==> src/kmd_pkg.sv <==
// types and constants of the key matrix debouncer
// no dependencies
`default_nettype none

package kmd_pkg;

    typedef enum logic [1:0] {
        OP_SAMPLE = 2'd0,
        OP_TICK   = 2'd1,
        OP_EOS    = 2'd2,
        OP_READ   = 2'd3
    } t_opcode;

    localparam logic       KIND_COMMIT    = 1'b0;
    localparam logic       KIND_READ      = 1'b1;
    localparam logic [7:0] DEBOUNCE_RESET = 8'd5;
    localparam logic [7:0] QUIET_MAX      = 8'hFF;
    localparam int         MAX_ROWS       = 8;
    localparam int         MAX_COLS       = 8;

    // commands from the controller to the datapath
    typedef struct packed {
        logic sample;
        logic tick;
        logic commit;
        logic read;
        logic emit;
    } t_cmd;

    // status from the datapath to the controller
    typedef struct packed {
        logic commit_ok;
        logic emit_last;
        logic out_free;
    } t_status;

endpackage

`default_nettype wire

==> src/key_matrix_debouncer.sv <==
// a read beat's reply is registered and shows in the cycle after acceptance
// a commit enters the emit state, then registers row 0, then one row per cycle while
// the receiver is ready; one beat per cycle enters while idle, reads and end-of-scan
// beats need a free output; bursts block input and share the stable-store read port
// reset (synchronous, active low) clears both row stores, the quiet counter and
// settling flag, and loads debounce_ticks with 5
`default_nettype none

module key_matrix_debouncer #(
    parameter int ROWS = 8,
    parameter int COLS = 8
) (
    input  logic       i_clk,
    input  logic       i_rst_n,
    input  logic       i_in_valid,
    output logic       o_in_ready,
    input  logic [1:0] i_opcode,
    input  logic [2:0] i_row_index,
    input  logic [7:0] i_column_pins,
    output logic       o_out_valid,
    input  logic       i_out_ready,
    output logic       o_reply_kind,
    output logic [2:0] o_out_row,
    output logic [7:0] o_row_keys,
    output logic       o_last,
    input  logic       i_cfg_valid,
    output logic       o_cfg_ready,
    input  logic [7:0] i_cfg_debounce_ticks
);

    kmd_pkg::t_cmd    cmd;
    kmd_pkg::t_status status;

    assign o_cfg_ready = 1'b1;

    kmd_ctrl u_ctrl (
        .i_clk      (i_clk),
        .i_rst_n    (i_rst_n),
        .i_in_valid (i_in_valid),
        .i_opcode   (i_opcode),
        .i_status   (status),
        .o_in_ready (o_in_ready),
        .o_cmd      (cmd)
    );

    kmd_datapath #(
        .ROWS (ROWS),
        .COLS (COLS)
    ) u_datapath (
        .i_clk                (i_clk),
        .i_rst_n              (i_rst_n),
        .i_cmd                (cmd),
        .o_status             (status),
        .i_row_index          (i_row_index),
        .i_column_pins        (i_column_pins),
        .i_cfg_valid          (i_cfg_valid),
        .i_cfg_debounce_ticks (i_cfg_debounce_ticks),
        .o_out_valid          (o_out_valid),
        .i_out_ready          (i_out_ready),
        .o_reply_kind         (o_reply_kind),
        .o_out_row            (o_out_row),
        .o_row_keys           (o_row_keys),
        .o_last               (o_last)
    );

endmodule

`default_nettype wire

==> src/kmd_ctrl.sv <==
// controller of the key matrix debouncer: accepts beats, sequences commit bursts
// depends on kmd_pkg
`default_nettype none

module kmd_ctrl (
    input  logic             i_clk,
    input  logic             i_rst_n,
    input  logic             i_in_valid,
    input  logic [1:0]       i_opcode,
    input  kmd_pkg::t_status i_status,
    output logic             o_in_ready,
    output kmd_pkg::t_cmd    o_cmd
);

    typedef enum logic {
        S_IDLE,
        S_EMIT
    } t_state;

    t_state           r_state;
    t_state           n_state;
    kmd_pkg::t_opcode op;
    logic             accept;

    always_comb begin
        op = kmd_pkg::t_opcode'(i_opcode);
        // samples and ticks never touch the output register
        o_in_ready = (r_state == S_IDLE) &&
                     (i_status.out_free || op == kmd_pkg::OP_SAMPLE ||
                      op == kmd_pkg::OP_TICK);
        accept = i_in_valid && o_in_ready;

        o_cmd.sample = accept && (op == kmd_pkg::OP_SAMPLE);
        o_cmd.tick   = accept && (op == kmd_pkg::OP_TICK);
        o_cmd.commit = accept && (op == kmd_pkg::OP_EOS) && i_status.commit_ok;
        o_cmd.read   = accept && (op == kmd_pkg::OP_READ);
        o_cmd.emit   = (r_state == S_EMIT) && i_status.out_free;

        n_state = r_state;
        unique case (r_state)
            S_IDLE: begin
                if (o_cmd.commit) n_state = S_EMIT;
            end
            S_EMIT: begin
                if (o_cmd.emit && i_status.emit_last) n_state = S_IDLE;
            end
            default: n_state = S_IDLE;
        endcase
    end

    always_ff @(posedge i_clk) begin
        if (!i_rst_n) begin
            r_state <= S_IDLE;
        end else begin
            r_state <= n_state;
        end
    end

endmodule

`default_nettype wire

==> src/kmd_datapath.sv <==
// datapath of the key matrix debouncer: row stores, quiet counter, output register
// depends on kmd_pkg
`default_nettype none

module kmd_datapath #(
    parameter int ROWS = 8,
    parameter int COLS = 8
) (
    input  logic             i_clk,
    input  logic             i_rst_n,
    input  kmd_pkg::t_cmd    i_cmd,
    output kmd_pkg::t_status o_status,
    input  logic [2:0]       i_row_index,
    input  logic [7:0]       i_column_pins,
    input  logic             i_cfg_valid,
    input  logic [7:0]       i_cfg_debounce_ticks,
    output logic             o_out_valid,
    input  logic             i_out_ready,
    output logic             o_reply_kind,
    output logic [2:0]       o_out_row,
    output logic [7:0]       o_row_keys,
    output logic             o_last
);

    // only the first eight rows and columns are reachable through the fields
    localparam int NR = (ROWS > kmd_pkg::MAX_ROWS) ? kmd_pkg::MAX_ROWS : ROWS;
    localparam int NC = (COLS > kmd_pkg::MAX_COLS) ? kmd_pkg::MAX_COLS : COLS;
    localparam int IW = (NR > 1) ? $clog2(NR) : 1;
    localparam logic [3:0]    NR_W     = 4'(NR);
    localparam logic [IW-1:0] LAST_ROW = IW'(NR - 1);

    logic [NC-1:0] r_raw    [NR];
    logic [NC-1:0] r_stable [NR];
    logic          r_settling;
    logic [7:0]    r_quiet;
    logic [7:0]    n_quiet;
    logic [7:0]    r_ticks;
    logic [IW-1:0] r_cnt;
    logic          r_out_valid;
    logic          r_kind;
    logic [2:0]    r_row;
    logic [7:0]    r_keys;
    logic          r_last;

    logic          in_range;
    logic [IW-1:0] idx;
    logic [IW-1:0] rd_addr;
    logic [NC-1:0] rd_data;
    logic [NC-1:0] pins_inv;
    logic          raw_change;

    always_comb begin
        in_range   = {1'b0, i_row_index} < NR_W;
        idx        = i_row_index[IW-1:0];
        pins_inv   = ~i_column_pins[NC-1:0];
        raw_change = in_range && (r_raw[idx] != pins_inv);
        // one read port on the stable store, shared by bursts and reads
        rd_addr    = i_cmd.emit ? r_cnt : idx;
        rd_data    = r_stable[rd_addr];

        n_quiet = r_quiet;
        if (i_cmd.sample && raw_change) begin
            n_quiet = '0;
        end else if (i_cmd.tick && r_quiet != kmd_pkg::QUIET_MAX) begin
            n_quiet = r_quiet + 8'd1;
        end

        o_status.commit_ok = r_settling && (r_quiet >= r_ticks);
        o_status.emit_last = (r_cnt == LAST_ROW);
        o_status.out_free  = !r_out_valid || i_out_ready;
    end

    always_ff @(posedge i_clk) begin
        if (!i_rst_n) begin
            for (int i = 0; i < NR; i++) begin
                r_raw[i]    <= '0;
                r_stable[i] <= '0;
            end
            r_settling  <= 1'b0;
            r_quiet     <= '0;
            r_ticks     <= kmd_pkg::DEBOUNCE_RESET;
            r_cnt       <= '0;
            r_out_valid <= 1'b0;
        end else begin
            r_quiet <= n_quiet;
            if (i_cfg_valid) r_ticks <= i_cfg_debounce_ticks;

            if (i_cmd.sample && raw_change) begin
                r_raw[idx] <= pins_inv;
                r_settling <= 1'b1;
            end

            if (i_cmd.commit) begin
                for (int i = 0; i < NR; i++) begin
                    r_stable[i] <= r_raw[i];
                end
                r_settling <= 1'b0;
                r_cnt      <= '0;
            end else if (i_cmd.emit && !o_status.emit_last) begin
                r_cnt <= r_cnt + IW'(1);
            end

            if (i_cmd.emit || i_cmd.read) begin
                r_out_valid <= 1'b1;
            end else if (i_out_ready) begin
                r_out_valid <= 1'b0;
            end
        end
    end

    // output payload
    always_ff @(posedge i_clk) begin
        if (i_cmd.emit) begin
            r_kind <= kmd_pkg::KIND_COMMIT;
            r_row  <= 3'(r_cnt);
            r_keys <= 8'(rd_data);
            r_last <= o_status.emit_last;
        end else if (i_cmd.read) begin
            r_kind <= kmd_pkg::KIND_READ;
            r_row  <= i_row_index;
            r_keys <= in_range ? 8'(rd_data) : 8'd0;
            r_last <= 1'b1;
        end
    end

    assign o_out_valid  = r_out_valid;
    assign o_reply_kind = r_kind;
    assign o_out_row    = r_row;
    assign o_row_keys   = r_keys;
    assign o_last       = r_last;

endmodule

`default_nettype wire

==> config.mk <==
export PLATFORM = sky130hd
export DESIGN_NAME = key_matrix_debouncer
export DESIGN_NICKNAME = d
export VERILOG_FILES = /design/src/kmd_pkg.sv /design/src/key_matrix_debouncer.sv /design/src/kmd_ctrl.sv /design/src/kmd_datapath.sv
export SDC_FILE = /design/constraint.sdc
export NUM_CORES = 1
export LEC_CHECK = 0
export BUFFER_PORTS_ARGS = -buffer_cell sky130_fd_sc_hd__clkbuf_2
export CORE_MARGIN = 2
export CORE_UTILIZATION = 61
export CTS_BUF_LIST = sky130_fd_sc_hd__clkbuf_4 sky130_fd_sc_hd__clkbuf_8 sky130_fd_sc_hd__clkbuf_16
export DETAILED_ROUTE_END_ITERATION = 10
export PLACE_DENSITY = 0.8
export SLEW_MARGIN = 0
export SYNTH_ARGS = -nofsm -noshare
export SYNTH_HDL_FRONTEND = slang
export SYNTH_HIERARCHICAL = 1
export SYNTH_SLANG_ARGS = --single-unit
==> constraint.sdc <==
create_clock -name i_clk -period 4.3 [get_ports i_clk]
set_input_delay 0.645 -clock i_clk [delete_from_list [all_inputs] [get_ports i_clk]]
set_output_delay 0.645 -clock i_clk [all_outputs]
set_load 0.005 [all_outputs]
==> impl_metrics.ini, run 1 <==
[power_and_ir_drop]
power.share.switching = 0.230
seq_power_share = 0.517
power.density_cell_area_nw_per_um2 = 413
p_int_mw = 2.73
vdd_ir_drop_max_mv = 0.320
p_comb_frac = 0.070
p_clk_frac = 0.412
power.static_leakage_nw = 3.36
finalPower_mw = 3.54
switching_power_uw = 815

[routing]
dr.first_iter.drc_count = 679
avgRoutedWirePerCell_um = 20.4
vias_per_cell = 6.13
drt_drc_violations_left = 0
drtPass1Iterations = 5
detail-route-antenna-nets = 0
via_count = 5435
wirelength_mm = 18.0

[synth]
synth.area.top_cells = edfxtp_1 (54%), dfxtp_1 (5.9%), mux2i_1 (4.8%)
yosys-mux-area-fraction = 0.0593
post_synth_xor_area_fraction = 0.0135
synth-seq-cells = 163
netlist_instances = 683
synth_top_cell_area_share = 0.542
synth.lib_cells_used.distinct = 51
synth_enable_flop_cells = 140
synth_simple_gate_area_frac = 0.218
postSynth.asyncResetShare = 0
synth-adder-area-share = 0.0177
synth.avg_cell_area_um2 = 11.4
synth_seq_area_share = 0.601
synth_compound_area_frac = 0.0440
ys.warnings.count = 6
synth_nets = 720
flip_flop_cell_with_the_highest_count_after_synthesis = edfxtp_1
synthesis.area_um2 = 7760
main_combinational_cell_family_by_area_after_synthesis = simple AND/OR/NAND/NOR gates
synth_top_cell_by_area = edfxtp_1

[job]
max-cap-violations = 0

[clocking]
numClockSinks = 163
clock_latency_ns = 0.43
cts_tree = done
post_cts.resized_instances = 0
cts_buffer_depth = 2
clock_root_cell = clkbuf_16
post_cts.repair.setup_buffers = 0
clkSlewWorstSetupHoldPaths_ns = 0.06
cts_h_tree_depth = 4
number_of_buffers_created_by_cts = 17
cts.hold.buffers_added = 0

[finish]
layout_common_cells = edfxtp_1 (140), nand2_1 (89), nor3_1 (74)
fin_util = 0.686
layout.cells.most_common = edfxtp_1
share_of_cells_above_drive_strength_1 = 0.151
nets = 738
layout-area-overhead-vs-synth_pct = 10.7
number_of_diodes_added_for_antenna_fixing = 0
post_layout_nonfiller_instances = 886

[timing]
report.final.slew_viol_count = 0
period_needed_ns = 3.68
rsz0062_at_grt = no
timing.final.setup_violations = 0
finalHoldViolations = 0
skew_ns = 0.00676
timing.max_slew.rel_slack = 0.187
achievable-frequency_mhz = 272
final.period_utilization = 0.856
final.setup.tns_ns = 0
worst_pin_slew_ns = 1.21
postLayoutSetupSlackWorst_ns = 0.619

[grt]
global_route.usage.total = 0.281
first_global_vias = 5134
grt_overflow = 0
grt_antenna_before_repair = 0
pin_count_of_the_biggest_net_entering_global_routing = 69
first_pass_grt_wire_length_mm = 27.7

[die]
effective_utilization_at_floorplan = 0.620
floorplan.die_area_um2 = 13600
placementRows = 41
num_io_pins = 42
die_x_um = 117
design.core.area_um2 = 12500
chipHeight_um = 117

[place]
place_congestion = 1.06
buffer_ports.inserted = 40
placed_cells_incl_taps = 854
detailedPlacementHpwl_mm = 12.5
placement.setup.worst_slack_ns = 0.306

[critical_path]
crit_path_max_fanout = 29
critical_path.reg2reg.endpoint = u_datapath/r_raw[6][6]$_SDFFCE_PN0P_
critPathLaunchType = input port
regToRegStartpoint = u_datapath/r_raw[1][4]$_SDFFCE_PN0P_
critical_path.endpoint = u_datapath/r_raw[6][6]$_SDFFCE_PN0P_
timing.critical_path.arrival_ns = 3.73
criticalPathCategory = in2reg
timing.reg2reg.worst_path_depth = 7
cp-startpoint = i_row_index[1]
ff2ff_setup_slack_ns = 1.06
wp_data_required_ns = 4.35
endpoint_kind = flip-flop

[min_path]
hold_path_class = in2reg

[outcome]
run_status = finished clean
-- power groups by stage --
| stage | logic [mW] | registers, mW | clock network [mW] |
|---|---|---|---|
| after floorplan | 0.175 | 1.84 | 0 |
| after global placement | 0.236 | 1.86 | 0 |
| after detailed placement | 0.245 | 1.86 | 0 |
| after CTS | 0.247 | 1.83 | 1.47 |
| after global routing | 0.272 | 1.84 | 1.53 |
| final | 0.249 | 1.83 | 1.46 |
-- sequential cells by signal, indices dropped and copies added, names as in the netlist, 3 cells and up --
name,count
u_datapath/r_quiet,8
u_datapath/r_stable,64
u_datapath/o_out_row,3
u_datapath/r_raw,64
u_datapath/r_ticks,8
u_datapath/r_cnt,3
u_datapath/o_row_keys,8
-- per-stage QoR --
step / hold slack, ns / cell area [um^2]
6_report: 0.444 / 8590
5_1_grt: 0.455 / 8590
4_1_cts: 0.436 / 8590
3_5_place_dp: 0.472 / 8000
3_3_place_gp: 0.451 / 8000
2_1_floorplan: 0.446 / 7760
-- synth_stat cells, types with 12 or more instances --
cell type	number
nand2_1	89
nor2_1	18
clkbuf_1	27
dfxtp_1	23
edfxtp_1	140
nor3_1	74
and3_1	54
inv_1	17
nand3_1	46
mux2i_1	37
o21ai_0	12
and2_1	18
buf_1	12
-- how the worst min path moves through the flow --
stage / start / to / slack, ns / cells after the start
floorplan: u_datapath/r_ticks[0]$_SDFFE_PN1P_ / u_datapath/r_ticks[0]$_SDFFE_PN1P_ / 0.45 / 2
global placement: u_datapath/o_reply_kind$_SDFFE_PP0P_ / u_datapath/o_reply_kind$_SDFFE_PP0P_ / 0.45 / 2
detailed placement: u_datapath/o_reply_kind$_SDFFE_PP0P_ / u_datapath/o_reply_kind$_SDFFE_PP0P_ / 0.47 / 2
CTS: i_cfg_debounce_ticks[2] / u_datapath/r_ticks[2]$_SDFFE_PN1P_ / 0.44 / 3
global route: i_cfg_debounce_ticks[2] / u_datapath/r_ticks[2]$_SDFFE_PN1P_ / 0.45 / 3
finish: i_cfg_debounce_ticks[2] / u_datapath/r_ticks[2]$_SDFFE_PN1P_ / 0.44 / 3
-- layer usage --
layer	share of wire	global-route usage	routed length, um
met5	0	0	0
met4	0.026	0.116	469
met2	0.48	0.440	8580
met3	0.10	0.0814	1820
met1	0.40	0.373	7180
-- worst max-delay path, cell delays in order --
cell	delay (ns)
clkbuf_2	0.53
buf_4	0.27
mux2i_1	0.28
nor2_1	0.07
a21oi_1	0.19
a21oi_1	0.10
o22a_1	0.21
and2_2	0.37
o31ai_1	1.05
-- cell families after synthesis --
family                   after synthesis
AND/OR/NAND/NOR                      332
flip-flops                           163
buffers and inverters                 72
AO/OA/AOI/OAI                         51
multiplexers                          41
XOR/XNOR                              12
adder cells (fa/ha/maj)               11
other                                  1
-- area by class of cell --
class                   count  area [um^2]
clock buffers              22          517
inverters                  18         67.6
well taps                 172          215
fillers                   890         3930
repair buffers             53          310
clock inverters            10         68.8
multi-input cells         448         2750
flip-flops and latches    163         4660
Note: power is estimated with default switching activity, not from simulation.
==> run 2: changes to the inputs <==
--- a/config.mk
+++ b/config.mk
@@ -6,6 +6,7 @@
 export NUM_CORES = 1
 export LEC_CHECK = 0
 export BUFFER_PORTS_ARGS = -buffer_cell sky130_fd_sc_hd__clkbuf_2
+export CORE_ASPECT_RATIO = 1.1
 export CORE_MARGIN = 2
 export CORE_UTILIZATION = 61
 export CTS_BUF_LIST = sky130_fd_sc_hd__clkbuf_4 sky130_fd_sc_hd__clkbuf_8 sky130_fd_sc_hd__clkbuf_16
==> run 2 against run 1 <==
  * Final cell count down 1.4%
  * Sequential power about the same
  * Clock power up 8%
  * Critical path type unchanged
  * Highest routed layer unchanged
==> impl_metrics.ini, run 2 (synthesized netlist as in run 1, its figures left out) <==
[outcome]
run_status = finished clean

[die]
design.core.area_um2 = 12500
die_x_um = 112
num_io_pins = 42
floorplan.die_area_um2 = 13600
effective_utilization_at_floorplan = 0.619
placementRows = 43
chipHeight_um = 122

[critical_path]
critical-path-max-stage-delay_ns = 1.05
criticalPathCategory = in2reg
wp_data_required_ns = 4.33
cp-startpoint = i_row_index[0]
ff2ff_setup_slack_ns = 1.17
endpoint_kind = flip-flop
critPathLaunchType = input port
crit_chain = clkbuf_2, mux4_2, mux2i_1, xnor2_1, nand2_1, nor4_2, and2_2, o31ai_1
timing.critical_path.arrival_ns = 3.45
crit_path_max_fanout = 20
crit_path_top_delay_cell = o31ai_1
regToRegStartpoint = u_datapath/r_quiet[0]$_SDFFE_PP0P_
timing.reg2reg.worst_path_depth = 14
critical_path.reg2reg.endpoint = u_datapath/r_stable[7][6]$_SDFFCE_PN0P_

[place]
place_congestion = 0.962
detailedPlacementHpwl_mm = 12.0
buffer_ports.inserted = 40
placed_cells_incl_taps = 842
dpl_cell_area_um2 = 8020

[routing]
drtPass1Iterations = 5
avgRoutedWirePerCell_um = 20.4
wirelength_mm = 17.8
via_count = 5526
dr.first_iter.drc_count = 713
drt_drc_violations_left = 0
vias_per_cell = 6.32
detail-route-antenna-nets = 0

[finish]
fillerInstances = 892
layout_common_cells = edfxtp_1 (140), nand2_1 (89), nor3_1 (74)
layout-area-overhead-vs-synth_pct = 11.2
number_of_diodes_added_for_antenna_fixing = 0
top_regs = u_datapath/r_raw x64, u_datapath/r_stable x64
final_cell_area_um2 = 8630
layout.cells.most_common = edfxtp_1
post_layout_nonfiller_instances = 874
nets = 741
share_of_cells_above_drive_strength_1 = 0.149

[grt]
pin_count_of_the_biggest_net_entering_global_routing = 74
grt_overflow = 0
first_global_vias = 5278
first_pass_grt_wire_length_mm = 27.8
global_route.usage.total = 0.268
grt_antenna_before_repair = 0

[power_and_ir_drop]
power.density_cell_area_nw_per_um2 = 423
finalPower_mw = 3.65
vdd_ir_drop_max_mv = 0.283
power.static_leakage_nw = 3.38

[clocking]
clock_root_cell = clkbuf_16
cts_buffer_depth = 2
clock_latency_ns = 0.43
number_of_buffers_created_by_cts = 17
clkSlewWorstSetupHoldPaths_ns = 0.06
post_cts.repair.setup_buffers = 0
cts_tree = done
post_cts.resized_instances = 0
cts.hold.buffers_added = 0
cts_h_tree_depth = 4
numClockSinks = 163

[job]
max-cap-violations = 0

[timing]
timing.final.setup_violations = 0
finalHoldViolations = 0
rsz0062_at_grt = no
report.final.slew_viol_count = 0
final.setup.tns_ns = 0
skew_ns = 0.0100
final.period_utilization = 0.795
hold_ws_ns = 0.430
timing.max_slew.rel_slack = 0.111
period_needed_ns = 3.42
achievable-frequency_mhz = 293
worst_pin_slew_ns = 1.32

[min_path]
hold_path_depth = 3
worst_hold_path.endpoint = u_datapath/r_ticks[2]$_SDFFE_PN1P_
hold_path_startpoint = i_cfg_debounce_ticks[2]
hold_path_class = in2reg
run 2: worst max-delay path by stage:
stage               depth (start not counted)                                       to
floorplan                                  12  u_datapath/r_stable[0][0]$_SDFFCE_PN0P_
global placement                            8     u_datapath/r_raw[0][4]$_SDFFCE_PN0P_
detailed placement                          8     u_datapath/r_raw[0][7]$_SDFFCE_PN0P_
CTS                                         8     u_datapath/r_raw[0][1]$_SDFFCE_PN0P_
global route                                8     u_datapath/r_raw[0][3]$_SDFFCE_PN0P_
finish                                      8     u_datapath/r_raw[0][3]$_SDFFCE_PN0P_
run 2: final cells by class:
cell class	count	area [um^2]	share of cell area
tap	157	196	0.0228
timing repair buffer	56	345	0.0400
clock inverter	12	161	0.0187
clock buffer	20	448	0.0519
inverter	18	67.6	0.00783
multi-input combinational	448	2750	0.318
sequential	163	4660	0.541
run 2: stage by stage:
stage / util / worst slack, ns
after floorplan: - / 0.573
after global routing: 0.688 / 0.756
after detailed placement: 0.640 / 0.638
after CTS: 0.688 / 0.942
final: 0.688 / 0.882
after global placement: 0.640 / 0.774
run 2: power by group:
| group | switching, mW | internal [mW] | total (mW) |
|---|---|---|---|
| Clock | 0.584 | 0.982 | 1.57 |
| Sequential | 0.0393 | 1.79 | 1.83 |
| Combinational | 0.165 | 0.0920 | 0.257 |
| Total | 0.789 | 2.86 | 3.65 |
run 2: critical path, delay by kind of cell:
kind / cells / cell delay (ns)
AO/OA/AOI/OAI: 1 / 1.05
multiplexers: 2 / 0.92
buffers and inverters: 1 / 0.40
AND/OR/NAND/NOR: 3 / 0.33
XOR/XNOR: 1 / 0.10
run 2: per-layer routing:
metal / wire, um / GRT usage
met2: 8860 / 0.454
met3: 1500 / 0.0568
met4: 456 / 0.106
met1: 7010 / 0.343
met5: 0 / 0
==> run 3: changes to the inputs <==
--- a/config.mk
+++ b/config.mk
@@ -8,10 +8,10 @@
 export BUFFER_PORTS_ARGS = -buffer_cell sky130_fd_sc_hd__clkbuf_2
 export CORE_ASPECT_RATIO = 1.1
 export CORE_MARGIN = 2
-export CORE_UTILIZATION = 61
+export CORE_UTILIZATION = 55
 export CTS_BUF_LIST = sky130_fd_sc_hd__clkbuf_4 sky130_fd_sc_hd__clkbuf_8 sky130_fd_sc_hd__clkbuf_16
 export DETAILED_ROUTE_END_ITERATION = 10
-export PLACE_DENSITY = 0.8
+export PLACE_DENSITY = 0.76
 export SLEW_MARGIN = 0
 export SYNTH_ARGS = -nofsm -noshare
 export SYNTH_HDL_FRONTEND = slang
==> constraint.sdc (replaced) <==
create_clock -name i_clk -period 3 [get_ports i_clk]
set_input_delay 0.45 -clock i_clk [delete_from_list [all_inputs] [get_ports i_clk]]
set_output_delay 0.45 -clock i_clk [all_outputs]
set_load 0.005 [all_outputs]
==> run 3 against run 2 <==
  * Via count is 2.7% lower
  * Wire length is 0.48% lower
  * Final area is 1.8% higher
  * Clock power is 38% higher
  * Worst hold slack worse by 0.19 ns
  * Global-route usage is 2.0 points lower
  * Critical path depth stayed put
  * Total power is 41% higher
  * Sequential power is 43% higher
  * Non-clock buffer count is 16 higher
  * Largest cell class unchanged
==> impl_metrics.ini, run 3 (synthesized netlist as in run 1, its figures left out) <==
[clocking]
cts.hold.buffers_added = 0
post_cts.repair.setup_buffers = 0
post_cts.resized_instances = 0
cts_tree = done
clock_latency_ns = 0.43
number_of_buffers_created_by_cts = 17
clock_root_cell = clkbuf_16
cts_h_tree_depth = 4
cts_buffer_depth = 2
clkSlewWorstSetupHoldPaths_ns = 0.06
numClockSinks = 163

[place]
place_congestion = 0.962
placed_cells_incl_taps = 889
detailedPlacementHpwl_mm = 12.1
dpl_cell_area_um2 = 8190
buffer_ports.inserted = 40

[routing]
dr.first_iter.drc_count = 454
wirelength_mm = 17.7
detail-route-antenna-nets = 0
drt_drc_violations_left = 0
drtPass1Iterations = 4
avgRoutedWirePerCell_um = 19.3
via_count = 5378
vias_per_cell = 5.85

[grt]
grt_antenna_before_repair = 0
first_global_vias = 5204
pin_count_of_the_biggest_net_entering_global_routing = 68
first_pass_grt_wire_length_mm = 27.6
global_route.usage.total = 0.248
grt_overflow = 0

[die]
floorplan.die_area_um2 = 15100
num_io_pins = 42
die_x_um = 117
placementRows = 45
design.core.area_um2 = 13800
chipHeight_um = 129
effective_utilization_at_floorplan = 0.563

[timing]
skew_ns = 0.00606
timing.final.setup_violations = 0
rsz0062_at_grt = no
finalHoldViolations = 0
final.period_utilization = 0.948
achievable-frequency_mhz = 351
report.final.slew_viol_count = 0
worst_pin_slew_ns = 1.01
final.setup.tns_ns = 0
timing.max_slew.rel_slack = 0.325
period_needed_ns = 2.85

[finish]
layout-area-overhead-vs-synth_pct = 13.2
final_cell_area_um2 = 8780
nets = 757
share_of_cells_above_drive_strength_1 = 0.172
fillerInstances = 1048
layout_common_cells = edfxtp_1 (140), nand2_1 (89), nor3_1 (74)
layout.cells.most_common = edfxtp_1
number_of_diodes_added_for_antenna_fixing = 0
top_regs = u_datapath/r_raw x64, u_datapath/r_stable x64
post_layout_nonfiller_instances = 920

[critical_path]
ff2ff_setup_slack_ns = 0.15
endpoint_kind = flip-flop
timing.critical_path.arrival_ns = 3.01
crit_path_max_fanout = 15
crit_path_top_delay_cell = mux4_2
critPathLaunchType = flip-flop
criticalPathCategory = reg2reg
wp_data_required_ns = 3.16
critical-path-max-stage-delay_ns = 0.49
crit_chain = mux4_2, mux2i_1, xnor2_1, nand2_1, nor4_2, and2_2, buf_4, nor3_1
timing.reg2reg.worst_path_depth = 8

[power_and_ir_drop]
power.static_leakage_nw = 3.44
vdd_ir_drop_max_mv = 0.343
power.density_cell_area_nw_per_um2 = 588
finalPower_mw = 5.16

[outcome]
run_status = finished clean

[min_path]
hold_path_depth = 3
hold_path_class = in2reg

[job]
max-cap-violations = 0
[run 3: changes by cell type in the layout (fill, tap and decap cells not counted)]
cell,before,now
buf_12,2,3
buf_4,14,29
bufinv_16,4,3
clkbuf_4,3,0
clkinv_1,5,1
clkinv_2,2,4
clkinv_4,0,2
clkinvlp_4,1,5
inv_6,1,0
[run 3: layer usage]
metal	GRT usage	vias up	share of wire
li1	-	2542	-
met1	0.332	2572	0.41
met2	0.384	233	0.48
met3	0.0650	31	0.085
met4	0.104	0	0.021
met5	0	-	0
[run 3: final timing paths]
path / startpoint / end
setup reg to reg: u_datapath/r_raw[4][4]$_SDFFCE_PN0P_ / u_datapath/r_raw[0][1]$_SDFFCE_PN0P_
hold reg to reg: u_datapath/o_reply_kind$_SDFFE_PP0P_ / u_datapath/o_reply_kind$_SDFFE_PP0P_
hold / removal: i_cfg_debounce_ticks[0] / u_datapath/r_ticks[0]$_SDFFE_PN1P_
setup / recovery: u_datapath/r_raw[4][4]$_SDFFCE_PN0P_ / u_datapath/r_raw[0][1]$_SDFFCE_PN0P_
[run 3: critical path, delay by kind of cell (launching register included)]
kind	cells	cell delay (ns)
xor+xnor	1	0.16
buf+inv	1	0.26
flops	1	0.44
mux	2	0.79
simple gates	4	0.93
[run 3: final cells by class]
| class | instances | area (um^2) | area share |
|---|---|---|---|
| flip-flops and latches | 163 | 4660 | 0.531 |
| well taps | 188 | 235 | 0.0268 |
| multi-input cells | 448 | 2750 | 0.313 |
| inverters | 18 | 67.6 | 0.00769 |
| repair buffers | 72 | 478 | 0.0544 |
| clock buffers | 17 | 425 | 0.0484 |
| clock inverters | 14 | 165 | 0.0188 |
[run 3: stage by stage]
step           utilization  worst slack, ns  hold slack [ns]
2_1_floorplan            -          -0.0875            0.446
3_3_place_gp         0.594          -0.0575            0.449
3_5_place_dp         0.594           -0.153            0.466
4_1_cts              0.637            0.232            0.226
5_1_grt              0.637           0.0515            0.268
6_report             0.637            0.155            0.240
[run 3: where the power goes]
part | internal, mW | switching (mW)
logic | 0.144 | 0.243
clock network | 1.30 | 0.864
registers | 2.56 | 0.0544
total | 4.00 | 1.16
